**config.mk**
```make
export PLATFORM = sky130hd
export DESIGN_NAME = two_class_priority_insert_queue
export DESIGN_NICKNAME = d
export VERILOG_FILES = /design/src/sv/tcpiq_pkg.sv /design/src/sv/tcpiq_cell.sv /design/src/sv/two_class_priority_insert_queue.sv
export SDC_FILE = /design/constraint.sdc
export NUM_CORES = 2
export LEC_CHECK = 0
export BUFFER_PORTS_ARGS = -buffer_cell sky130_fd_sc_hd__buf_2
export CAP_MARGIN = 20
export CELL_PAD_IN_SITES_DETAIL_PLACEMENT = 1
export CELL_PAD_IN_SITES_GLOBAL_PLACEMENT = 1
export CORE_MARGIN = 2
export CORE_UTILIZATION = 52
export DETAILED_ROUTE_END_ITERATION = 8
export PLACE_DENSITY = 0.87
export SYNTH_ARGS = -nofsm -noshare
export SYNTH_HDL_FRONTEND = slang
export SYNTH_SLANG_ARGS = --single-unit
```
**constraint.sdc**
```tcl
create_clock -name clk -period 8 [get_ports clk]
set_clock_uncertainty 0.05 [all_clocks]
set_input_delay 1.2 -clock clk [delete_from_list [all_inputs] [get_ports clk]]
set_output_delay 1.2 -clock clk [all_outputs]
set_load 0.01 [all_outputs]
```
**src/sv/tcpiq_pkg.sv**
```systemverilog
// shared types and constants for the two-class priority insert queue
`timescale 1ns / 1ps
package tcpiq_pkg;

  localparam int QUEUE_DEPTH = 32;
  localparam int IDX_W       = $clog2(QUEUE_DEPTH);
  localparam int CNT_W       = $clog2(QUEUE_DEPTH + 1);
  localparam int VAL_W       = 16;

  localparam logic [VAL_W-1:0] THRESHOLD_RESET = 16'd65;

  localparam logic [1:0] MODE_APPEND   = 2'd0;
  localparam logic [1:0] MODE_PRIORITY = 2'd1;
  localparam logic [1:0] MODE_DUMP     = 2'd2;

  localparam logic [1:0] STATUS_ACCEPTED = 2'd0;
  localparam logic [1:0] STATUS_DROPPED  = 2'd1;
  localparam logic [1:0] STATUS_ENTRY    = 2'd2;
  localparam logic [1:0] STATUS_EMPTY    = 2'd3;

  typedef enum logic [1:0] {
    OP_NONE,
    OP_INSERT,
    OP_ROTATE
  } cell_op_t;

  typedef enum logic {
    ST_IDLE,
    ST_DUMP
  } state_t;

  typedef struct packed {
    cell_op_t                op;
    logic                    use_run;
    logic [CNT_W-1:0]        count;
    logic signed [VAL_W-1:0] value;
    logic signed [VAL_W-1:0] threshold;
  } cell_ctl_t;

endpackage

```
**src/sv/tcpiq_cell.sv**
```systemverilog
// one queue slot: holds an entry, classifies it and shifts with its neighbors
`timescale 1ns / 1ps
module tcpiq_cell (
  input  logic                              clk,
  input  tcpiq_pkg::cell_ctl_t              ctl,
  input  logic [tcpiq_pkg::IDX_W-1:0]       idx,
  input  logic                              run_in,
  input  logic signed [tcpiq_pkg::VAL_W-1:0] prev_value,
  input  logic signed [tcpiq_pkg::VAL_W-1:0] next_value,
  input  logic signed [tcpiq_pkg::VAL_W-1:0] head_value,
  output logic signed [tcpiq_pkg::VAL_W-1:0] value,
  output logic                              pri,
  output logic                              tail_np
);
  import tcpiq_pkg::*;

  logic [CNT_W-1:0] idx_ext;
  logic             is_tail;
  logic             at_count;

  assign idx_ext  = CNT_W'(idx);
  assign pri      = value >= ctl.threshold;
  assign is_tail  = (ctl.count != '0) && (idx_ext == ctl.count - CNT_W'(1));
  assign at_count = idx_ext == ctl.count;
  assign tail_np  = is_tail && !pri;

  always_ff @(posedge clk) begin
    unique case (ctl.op)
      OP_INSERT: begin
        if (ctl.use_run) begin
          // entries after the leading priority run move one step back
          if (!run_in) begin
            value <= prev_value;
          end else if (!pri) begin
            value <= ctl.value;
          end
        end else if (at_count) begin
          value <= ctl.value;
        end
      end
      OP_ROTATE: begin
        if (is_tail) begin
          value <= head_value;
        end else begin
          value <= next_value;
        end
      end
      default: begin
      end
    endcase
  end

endmodule

```
**src/sv/two_class_priority_insert_queue.sv**
```systemverilog
// top level: control, output register and the row of queue cells
// Two-class priority insert queue.
// Input channel s_*: s_tuser carries the mode (0 append, 1 priority insert,
// 2 dump), s_tdata the signed 16-bit value. Output channel m_*: m_tuser
// carries the status, m_tdata the dumped entry (zero otherwise), m_tlast
// marks the final result of one input transaction.
// cfg_wr_en / cfg_wr_data write the signed priority threshold (reset 65).
// An insert is handled without iteration: every cell compares its entry with
// the threshold in parallel and the row shifts at most once, so inserts run at
// one per cycle while the output is free; the result is registered on the
// output register in the cycle after accept. A dump rotates the row toward the
// head, one entry per cycle while the output is free, once per stored entry,
// and the row is back in order after the last one; the input is not ready
// during a dump. A dump of an empty queue gives one result.
// An insert into a full queue gives a dropped status and leaves the queue.
// Reset empties the queue, restores the threshold and holds the input not ready.
// When the receiver stalls, the held result stays on the output register
// and neither new inputs nor dump steps proceed until it is taken.
`timescale 1ns / 1ps
module two_class_priority_insert_queue (
  input  logic        clk,
  input  logic        rst,
  input  logic        s_tvalid,
  output logic        s_tready,
  input  logic [15:0] s_tdata,   // item_value
  input  logic [1:0]  s_tuser,   // mode
  output logic        m_tvalid,
  input  logic        m_tready,
  output logic [15:0] m_tdata,   // entry_value
  output logic [1:0]  m_tuser,   // status
  output logic        m_tlast,   // last_result
  input  logic        cfg_wr_en,
  input  logic [15:0] cfg_wr_data
);
  import tcpiq_pkg::*;

  state_t                  state, state_next;
  logic [CNT_W-1:0]        count, count_next;
  logic [CNT_W-1:0]        dump_idx, dump_idx_next;
  logic signed [VAL_W-1:0] threshold;
  cell_ctl_t               ctl;

  logic signed [VAL_W-1:0] cell_value [QUEUE_DEPTH];
  logic [QUEUE_DEPTH-1:0]  pri;
  logic [QUEUE_DEPTH-1:0]  tail_np;
  logic [QUEUE_DEPTH-1:0]  run;

  logic                    out_free;
  logic                    accept;
  logic                    item_pri;
  logic                    out_load;
  logic [1:0]              out_status;
  logic [VAL_W-1:0]        out_value;
  logic                    out_last;

  assign out_free = !m_tvalid || m_tready;
  assign s_tready = !rst && (state == ST_IDLE) && out_free;
  assign accept   = s_tvalid && s_tready;
  assign item_pri = $signed(s_tdata) >= threshold;

  assign run[0] = 1'b1;

  genvar i;
  generate
    for (i = 0; i < QUEUE_DEPTH; i++) begin : g_cell
      if (i < QUEUE_DEPTH - 1) begin : g_run
        assign run[i+1] = run[i] && pri[i];
      end
      tcpiq_cell u_cell (
        .clk        (clk),
        .ctl        (ctl),
        .idx        (IDX_W'(i)),
        .run_in     (run[i]),
        .prev_value (cell_value[(i == 0) ? 0 : i - 1]),
        .next_value (cell_value[(i == QUEUE_DEPTH - 1) ? i : i + 1]),
        .head_value (cell_value[0]),
        .value      (cell_value[i]),
        .pri        (pri[i]),
        .tail_np    (tail_np[i])
      );
    end
  endgenerate

  always_ff @(posedge clk) begin
    if (rst) begin
      state     <= ST_IDLE;
      count     <= '0;
      dump_idx  <= '0;
      threshold <= THRESHOLD_RESET;
      m_tvalid  <= 1'b0;
    end else begin
      state    <= state_next;
      count    <= count_next;
      dump_idx <= dump_idx_next;
      if (cfg_wr_en) begin
        threshold <= cfg_wr_data;
      end
      if (out_load) begin
        m_tvalid <= 1'b1;
      end else if (m_tready) begin
        m_tvalid <= 1'b0;
      end
    end
  end

  always_ff @(posedge clk) begin
    if (out_load) begin
      m_tuser <= out_status;
      m_tdata <= out_value;
      m_tlast <= out_last;
    end
  end

  always_comb begin
    state_next    = state;
    count_next    = count;
    dump_idx_next = dump_idx;
    ctl.op        = OP_NONE;
    ctl.use_run   = 1'b0;
    ctl.count     = count;
    ctl.value     = $signed(s_tdata);
    ctl.threshold = threshold;
    out_load      = 1'b0;
    out_status    = STATUS_ACCEPTED;
    out_value     = '0;
    out_last      = 1'b1;
    unique case (state)
      ST_IDLE: begin
        if (accept) begin
          priority if (s_tuser == MODE_APPEND || s_tuser == MODE_PRIORITY) begin
            out_load = 1'b1;
            if (count == CNT_W'(QUEUE_DEPTH)) begin
              out_status = STATUS_DROPPED;
            end else begin
              ctl.op      = OP_INSERT;
              ctl.use_run = (s_tuser == MODE_PRIORITY) && (count != '0) && item_pri
                            && (|tail_np);
              count_next  = count + CNT_W'(1);
            end
          end else if (s_tuser == MODE_DUMP) begin
            if (count == '0) begin
              out_load   = 1'b1;
              out_status = STATUS_EMPTY;
            end else begin
              state_next    = ST_DUMP;
              dump_idx_next = '0;
            end
          end else begin
            // unused mode: no result and no change
          end
        end
      end
      ST_DUMP: begin
        if (out_free) begin
          out_load      = 1'b1;
          out_status    = STATUS_ENTRY;
          out_value     = cell_value[0];
          out_last      = dump_idx == count - CNT_W'(1);
          ctl.op        = OP_ROTATE;
          dump_idx_next = dump_idx + CNT_W'(1);
          if (out_last) begin
            state_next = ST_IDLE;
          end
        end
      end
      default: begin
      end
    endcase
  end

  a_count_bound: assert property (@(posedge clk) disable iff (rst)
    count <= CNT_W'(QUEUE_DEPTH))
    else $error("entry count above depth");

  a_dump_blocks_input: assert property (@(posedge clk) disable iff (rst)
    (state == ST_DUMP) |-> !s_tready)
    else $error("input ready during dump");

  a_dump_idx_range: assert property (@(posedge clk) disable iff (rst)
    (state == ST_DUMP) |-> (dump_idx < count))
    else $error("dump index past tail");

  a_insert_counts: assert property (@(posedge clk) disable iff (rst)
    (accept && (s_tuser == MODE_APPEND || s_tuser == MODE_PRIORITY)
     && count != CNT_W'(QUEUE_DEPTH))
    |=> (count == $past(count) + CNT_W'(1)))
    else $error("insert did not count the new entry");

  a_count_stable_dump: assert property (@(posedge clk) disable iff (rst)
    (state == ST_DUMP) |=> $stable(count))
    else $error("entry count changed during dump");

endmodule
```
== Word level (Yosys, flattened, before mapping) ==
Cells that the tools add are included.

* Add/sub/neg operators: 3
* Order comparisons: 33
* Equal/unequal tests: 139
* Mux-type cells: 224
* Bitwise gates (word level): 2
* Reduce and logical (&&, ||, !) cells: 178

{| class="wikitable"
|+ Operator list
! kind !! number
|-
| $mux 16 || 159
|-
| $pmux 16 s2 || 32
|-
| $ge 16x16->1 || 33
|-
| $eq 5x6->1 const A || 32
|-
| $ne 4x4->1 const B || 31
|-
| $logic_and 1x1->1 || 100
|-
| $eq 4x6->1 const A || 16
|-
| $ne 3x2->1 const B || 32
|-
| $reduce_and 3->1 || 30
|-
| $eq 3x6->1 const A || 8
|-
| $logic_not 1->1 || 34
|-
| $reduce_or 32->1 || 1
|-
| $mux 6 || 5
|-
| $eq 2x6->1 const A || 4
|-
| $mux 2 || 8
|-
| $mux 1 || 15
|-
| $add 6x1->6 const B || 2
|-
| $eq 1x6->1 const A || 2
|-
| $logic_not 6->1 || 2
|-
| $pmux 6 s2 || 1
|-
| $reduce_and 4->1 || 3
|-
| $ne 2x2->1 const B || 4
|-
| $pmux 2 s2 || 2
|-
| $eq 6x6->1 || 1
|-
| 14 further kinds || 22
|}

* Register bits: 561
* Input bits: 39
* Output and inout port bits: 21
* Logic and storage cells: 619

== Depth between registers and ports, before layout ==
* Word-level depth: 34
* Depth in mapped cells: 19
* Depth with buffers taken out: 12

== Cells and area by module ==
A second synthesis with hierarchy kept.

* Cells, all modules: 6,779
* Area, all modules: 60,615.6 µm²

{| class="wikitable"
|+ Modules (own cells, without submodules)
! module !! times used !! cells each !! area an instance (µm²) !! seq. area each (µm²)
|-
| tcpiq_cell (g_cell[0].u_cell ...) || 22 || 211 || 1,865.5 || 480.5
|-
| tcpiq_cell (g_cell[2].u_cell ...) || 10 || 181 || 1,667.8 || 480.5
|-
| two_class_priority_insert_queue || 1 || 327 || 2,895.3 || 1,171.1
|}

== Worst setup path before layout ==
No wires, ideal clock.

* Kind: flip-flop to flip-flop
* Start: register threshold[7]
* End: register g_cell[11].u_cell.value[0] (netlist bit) (enable)
* Library setup time: 0.417 ns
* Arrival time: 5.528 ns
* Data required time: 7.533 ns
* Slack: 2.005 ns
* Stages on the path, launching flop included: 16
* Buffers on the path: 4
* Clock period less this slack: 5.995 ns
* Path through: dfxtp_1 inv_1 ha_1 a21oi_1 a211oi_1 a2111oi_0 a21oi_1 or2_1 a2111o_1 or4_4 o41a_1 buf_2 buf_2 buf_2 buf_6 a221oi_1

* Longest elaborated chain between the ends: 13
* Elaborated cells between the ends (all ways): 117
* Those cells by class: order compare (33); eq/ne (2); mux (4); reduce/logical (78)

{| class="wikitable"
|+ Ends and longest elaborated chain
! what !! line !! text
|-
| start, declared || two_class_priority_insert_queue.sv:40 || <nowiki>logic signed [VAL_W-1:0] threshold;</nowiki>
|-
| start signal, assigned || two_class_priority_insert_queue.sv:96 || <nowiki>threshold <= cfg_wr_data;</nowiki>
|-
| branches (longest 12 deep; another with $ge 16x16->1) || -- ||
|-
| $reduce_and 3->1 (no source line) (*) || -- ||
|-
| end signal, assigned || tcpiq_cell.sv:38 || <nowiki>value <= ctl.value;</nowiki>
|-
| end signal, assigned || tcpiq_cell.sv:43 || <nowiki>value <= head_value;</nowiki>
|-
| end signal, assigned || tcpiq_cell.sv:45 || <nowiki>value <= next_value;</nowiki>
|-
| end, declared || tcpiq_cell.sv:11 || <nowiki>output logic signed [tcpiq_pkg::VAL_W-1:0] value,</nowiki>
|}

Every way passes the cells marked *.
A chain may end at the register's enable or synchronous reset.

== Final worst setup path ==
* Start: register threshold[15]
* End: register g_cell[7].u_cell.value[10] (netlist bit) (enable)

* Longest elaborated chain between the ends: 11
* Elaborated cells between the ends (all ways): 113
* Those cells by class: order compare (33); eq/ne (2); mux (4); reduce/logical (74)

{| class="wikitable"
|+ Ends and longest elaborated chain
! what !! line !! text
|-
| $ge 16x16->1 || tcpiq_cell.sv:22 || <nowiki>assign pri = value >= ctl.threshold;</nowiki>
|-
| $logic_not 1->1, on equally long branches || -- ||
|-
| $logic_and 1x1->1 || tcpiq_cell.sv:25 || <nowiki>assign tail_np = is_tail && !pri;</nowiki>
|-
| $reduce_or 32->1 || two_class_priority_insert_queue.sv:137 || <nowiki>&& (|tail_np);</nowiki>
|-
| $logic_and 1x1->1 || two_class_priority_insert_queue.sv:137 ||
|-
| $mux 2 || two_class_priority_insert_queue.sv:132 || <nowiki>if (count == CNT_W'(QUEUE_DEPTH)) begin</nowiki>
|-
| $mux 2 || two_class_priority_insert_queue.sv:130 || <nowiki>priority if (s_tuser == MODE_APPEND || s_tuser == MODE_PRIORITY) begin</nowiki>
|-
| $mux 2 || two_class_priority_insert_queue.sv:129 || <nowiki>if (accept) begin</nowiki>
|-
| $mux 1 || two_class_priority_insert_queue.sv:127 || <nowiki>unique case (state)</nowiki>
|-
| $ne 4x4->1 (no source line) or $ne 3x2->1 (tied branches) || -- ||
|-
| $reduce_and 3->1 (no source line) (*) || -- ||
|-
| end signal, assigned || tcpiq_cell.sv:38 ||
|-
| end signal, assigned || tcpiq_cell.sv:43 ||
|-
| end signal, assigned || tcpiq_cell.sv:45 ||
|-
| end, declared || tcpiq_cell.sv:11 ||
|}

Mark *: on every way between the ends. The rest lies on a longest branch, timed or not.

==> summary.txt <==
Cells and area
  – Layout Area Growth over Synthesis: 9.01%
  – Commonest non-fill, non-tap cell in the layout: ha_1
  – Layout cells sized above 1: under 10%
  – Commonest cells after routing, fill and taps aside: ha_1 (536), edfxtp_1 (531), a21oi_1 (330), mux2i_1 (319), nand2_1 (280)
  – Layout Nets: about 5400
  – # fillers: 9872

Run status
  – Outcome: finished, final reports clean

Yosys
  – Post-Syn Instances: between 4000 and 5000
  – Net Count, Synth: 5448
  – Post-synth EDFFs: 531
  – Synth warn: 0
  – Synth Area per Inst: about 9.5 um2
  – Mapped cell area: between 40000 and 50000 um2
  – Post-synth top flop: edfxtp_1
  – Netlist cell types: 85
  – Seq cells post-synth: around 560
  – Register area share after synthesis: roughly 36%
  – Async S/R FF share, synth: 0%

Timing
  – Slew HR: ~16%
  – Finish-stage setup viols: 0
  – FMAX: approximately 150 MHz
  – Final period utilization: between 80% and 90%
  – Hold Slack: 0.472 ns
  – Setup TNS: 0 ns
  – RSZ-0062 raised after global routing: false
  – Worst-Margin Slew: approximately 1.3 ns
  – Final Hold Vio Count: 0
  – Max Slew Vio Count: 0
  – Min Tclk post-route: 6.56 ns

Route
  – Initial DRC Count: between 7000 and 8000
  – DRC Markers: 0
  – DR WL/cell: 36.9 um
  – DR vias: around 47000
  – Post-Route WL: about 220000 um
  – Routed length on met1: 75800 um
  – Top sig layer: met5
  – Pre-antenna DRT Iters: 7
  – Antenna Violating Nets Remaining: 0
  – DR WL met3: roughly 34000 um
  – WL met2: 90500 um
  – Vias per cell: 7.84

Power
  – Comb pwr share: a little under a fifth
  – LEAKAGE: 20.6 nW
  – Power Internal: 5.60 mW
  – Switching share of total power: a little under a third
  – Power share of the clock group: between 30 and 40%
  – Worst vdd ir: ~0.14 mV
  – NetSw: between 2 and 3 mW
  – Sequential cell fraction of total power: a little over two fifths
  – Total power: ~8.2 mW
  – Power per Cell Area: 163 nW/um2

Critical path
  – Crit path DAT: just under 7 ns
  – Crit path max-delay cell type: mux2i_1
  – Worst Setup Path Type: reg2reg
  – Delay of the slowest cell on the worst path: approximately 0.76 ns
  – CP cell instances: inv_2, buf_4, ha_1, nand4_1, a2111oi_0, nand3b_1, mux2i_1, nand2_1, nand4_1, o41a_2, buf_4, nand2_1, a21oi_1, buf_4
  – Setup crit start: threshold[15]
  – Register-to-Register Setup Slack: approximately 1.4 ns
  – CP Data Required Time: around 8.3 ns
  – Crit-path leading delay family: buffers and inverters
  – Reg2reg start: threshold[15]
  – Crit. End Element: flip-flop
  – Crit path buffers/inverters: 4
  – Max FO, Critical Path: 32
  – RR Endpoint: g_cell[7].u_cell.value[10]
  – CP Launch Type: flip-flop
  – Reg2reg path depth: 14
  – Most used cell along the critical path: buf_4

Global route
  – GRT Util Overall: 47.4%
  – Vias in the first global route: ~47000
  – Grt total ovfl: 0
  – First-pass GRT wire length: around 320000 um
  – Initial antenna violation count: 10
  – Largest net degree at the start of global routing: 165

Floorplanning
  – Die Span Y: around 300 um
  – Core area: about 88000 um2
  – Die area: 91500 um2
  – Die Wd: roughly 300 um
  – IO Pins: 60
  – Row cnt: between 100 and 150
  – Initial core utilization: 52.4%

Placement
  – Hpwl dp: about 150000 um
  – IO buf count: 59
  – Routability congestion estimate: 1.02

CTS
  – Total CTS buffers: 71
  – Worst-Skew Late Latency: 0.68 ns
  – CTS clock-pin slew for the worst setup and hold paths: around 0.060 ns
  – Setup bufs post-CTS: 0
  – Hold buffer count at cts: 0
  – CTS tree: done
  – Clock sinks: around 560
  – Cts repair resizes: 0
  – H-Tree Level Count: 3
  – CTS max path bufs: 3
  – Root cell of the clock tree: clkbuf_16

Worst hold path
  – Worst Hold End: threshold[1]
  – Worst hold start: threshold[1]
  – Worst Hold Depth: 2
  – Worst min path class: reg2reg

Flow run
  – Max-cap violations: 0
## worst max path at each step
stage / slack, ns / endpoint / depth (start not counted)
floorplan: 2.01 / g_cell[11].u_cell.value[0] / 15
global placement: 1.85 / g_cell[7].u_cell.value[14] / 13
detailed placement: 1.72 / g_cell[4].u_cell.value[14] / 11
CTS: 1.75 / g_cell[4].u_cell.value[1] / 10
global route: 1.40 / g_cell[7].u_cell.value[10] / 15
finish: 1.44 / g_cell[7].u_cell.value[10] / 14
## cell type report
class | count | area (um2) | area share, %
Clock inverter | 28 | 233 | 0.461
Timing Repair Buffer | 244 | 1950 | 3.85
Sequential cell | 561 | 16500 | 32.8
Clock buffer | 96 | 1940 | 3.85
Multi-Input combinational cell | 3721 | 27600 | 54.7
Tap cell | 1165 | 1460 | 2.89
Inverter | 193 | 724 | 1.44
Antenna cell | 5 | 12.5 | 0.0248
## tightest hold or removal path: stages, from the launching register on
cell and delay [ns]:
dfxtp_1 0.34, mux2i_1 0.07, nor2_1 0.07
## per-stage QoR
stage | area [um2] | setup slack [ns] | instances | util [%]
after floorplan | 46300 | 2.01 | 4873 | -
after global placement | 48000 | 1.85 | 5867 | 54.3
after detailed placement | 48100 | 1.72 | 5870 | 54.4
after CTS | 50300 | 1.75 | 5994 | 56.9
after global routing | 50500 | 1.40 | 6008 | 57.1
final | 50500 | 1.44 | 6013 | 57.1
## registers in the layout, indices dropped and copies added (netlist names)
register	flops
m_tlast	1
threshold	16
m_tuser	2
g_cell.u_cell.value	512
m_tdata	16
m_tvalid	1
state	1
count	6
dump_idx	6
## cells by family (layout without fill, tap and decap cells)
kind of cell	after synthesis	after routing	share of synthesized area, %
muxes	352	352	7.70
xor gates and xnor gates	20	20	0.378
AOI/OAI and AO/OA	1555	1555	23.0
and+or+nand+nor	1258	1258	13.7
DFF	561	561	35.7
other	0	5	0
adders and majority gates	536	536	14.5
buffers and inverters	591	561	5.05
## Yosys cell counts (31+ instances only)
master	instances	share of area [%]
o211ai_1	226	3.7
nand4_1	151	2.0
a211oi_1	51	0.83
nor3_1	65	0.70
nand3b_1	32	0.52
ha_1	536	14
o21ai_0	255	2.8
a21oi_1	330	3.6
nor2b_1	47	0.63
mux2i_1	319	6.9
mux2_2	33	0.80
edfxtp_1	531	34
buf_2	62	0.67
and3_1	59	0.80
nand3_1	148	1.6
nor2_1	281	2.3
inv_1	192	1.6
nand2_1	284	2.3
clkbuf_1	309	2.5
a211o_1	195	3.7
a21o_1	45	0.73
nand2b_1	65	0.88
or3_1	32	0.43
o221ai_1	110	2.1
a31oi_1	50	0.68
o22ai_1	85	1.1
a221oi_1	35	0.66
and2_1	33	0.45
a22oi_1	31	0.50
## power by group through the flow
stage          Clock [mW]  Combinational [mW]  Sequential [mW]
2_1_floorplan           0               0.824             3.46
3_3_place_gp            0                1.31             3.51
3_5_place_dp            0                1.39             3.52
4_1_cts              3.20                1.41             3.46
5_1_grt              3.29                1.57             3.47
6_report             3.25                1.51             3.47
## metal layers
metal / up-vias / GRT usage, %
met2: 4181 / 68.3
met4: 8 / 37.0
li1: 18876 / -
met1: 22793 / 58.4
met3: 1284 / 15.7
met5: - / 0
(Power assumes the default switching activity.)
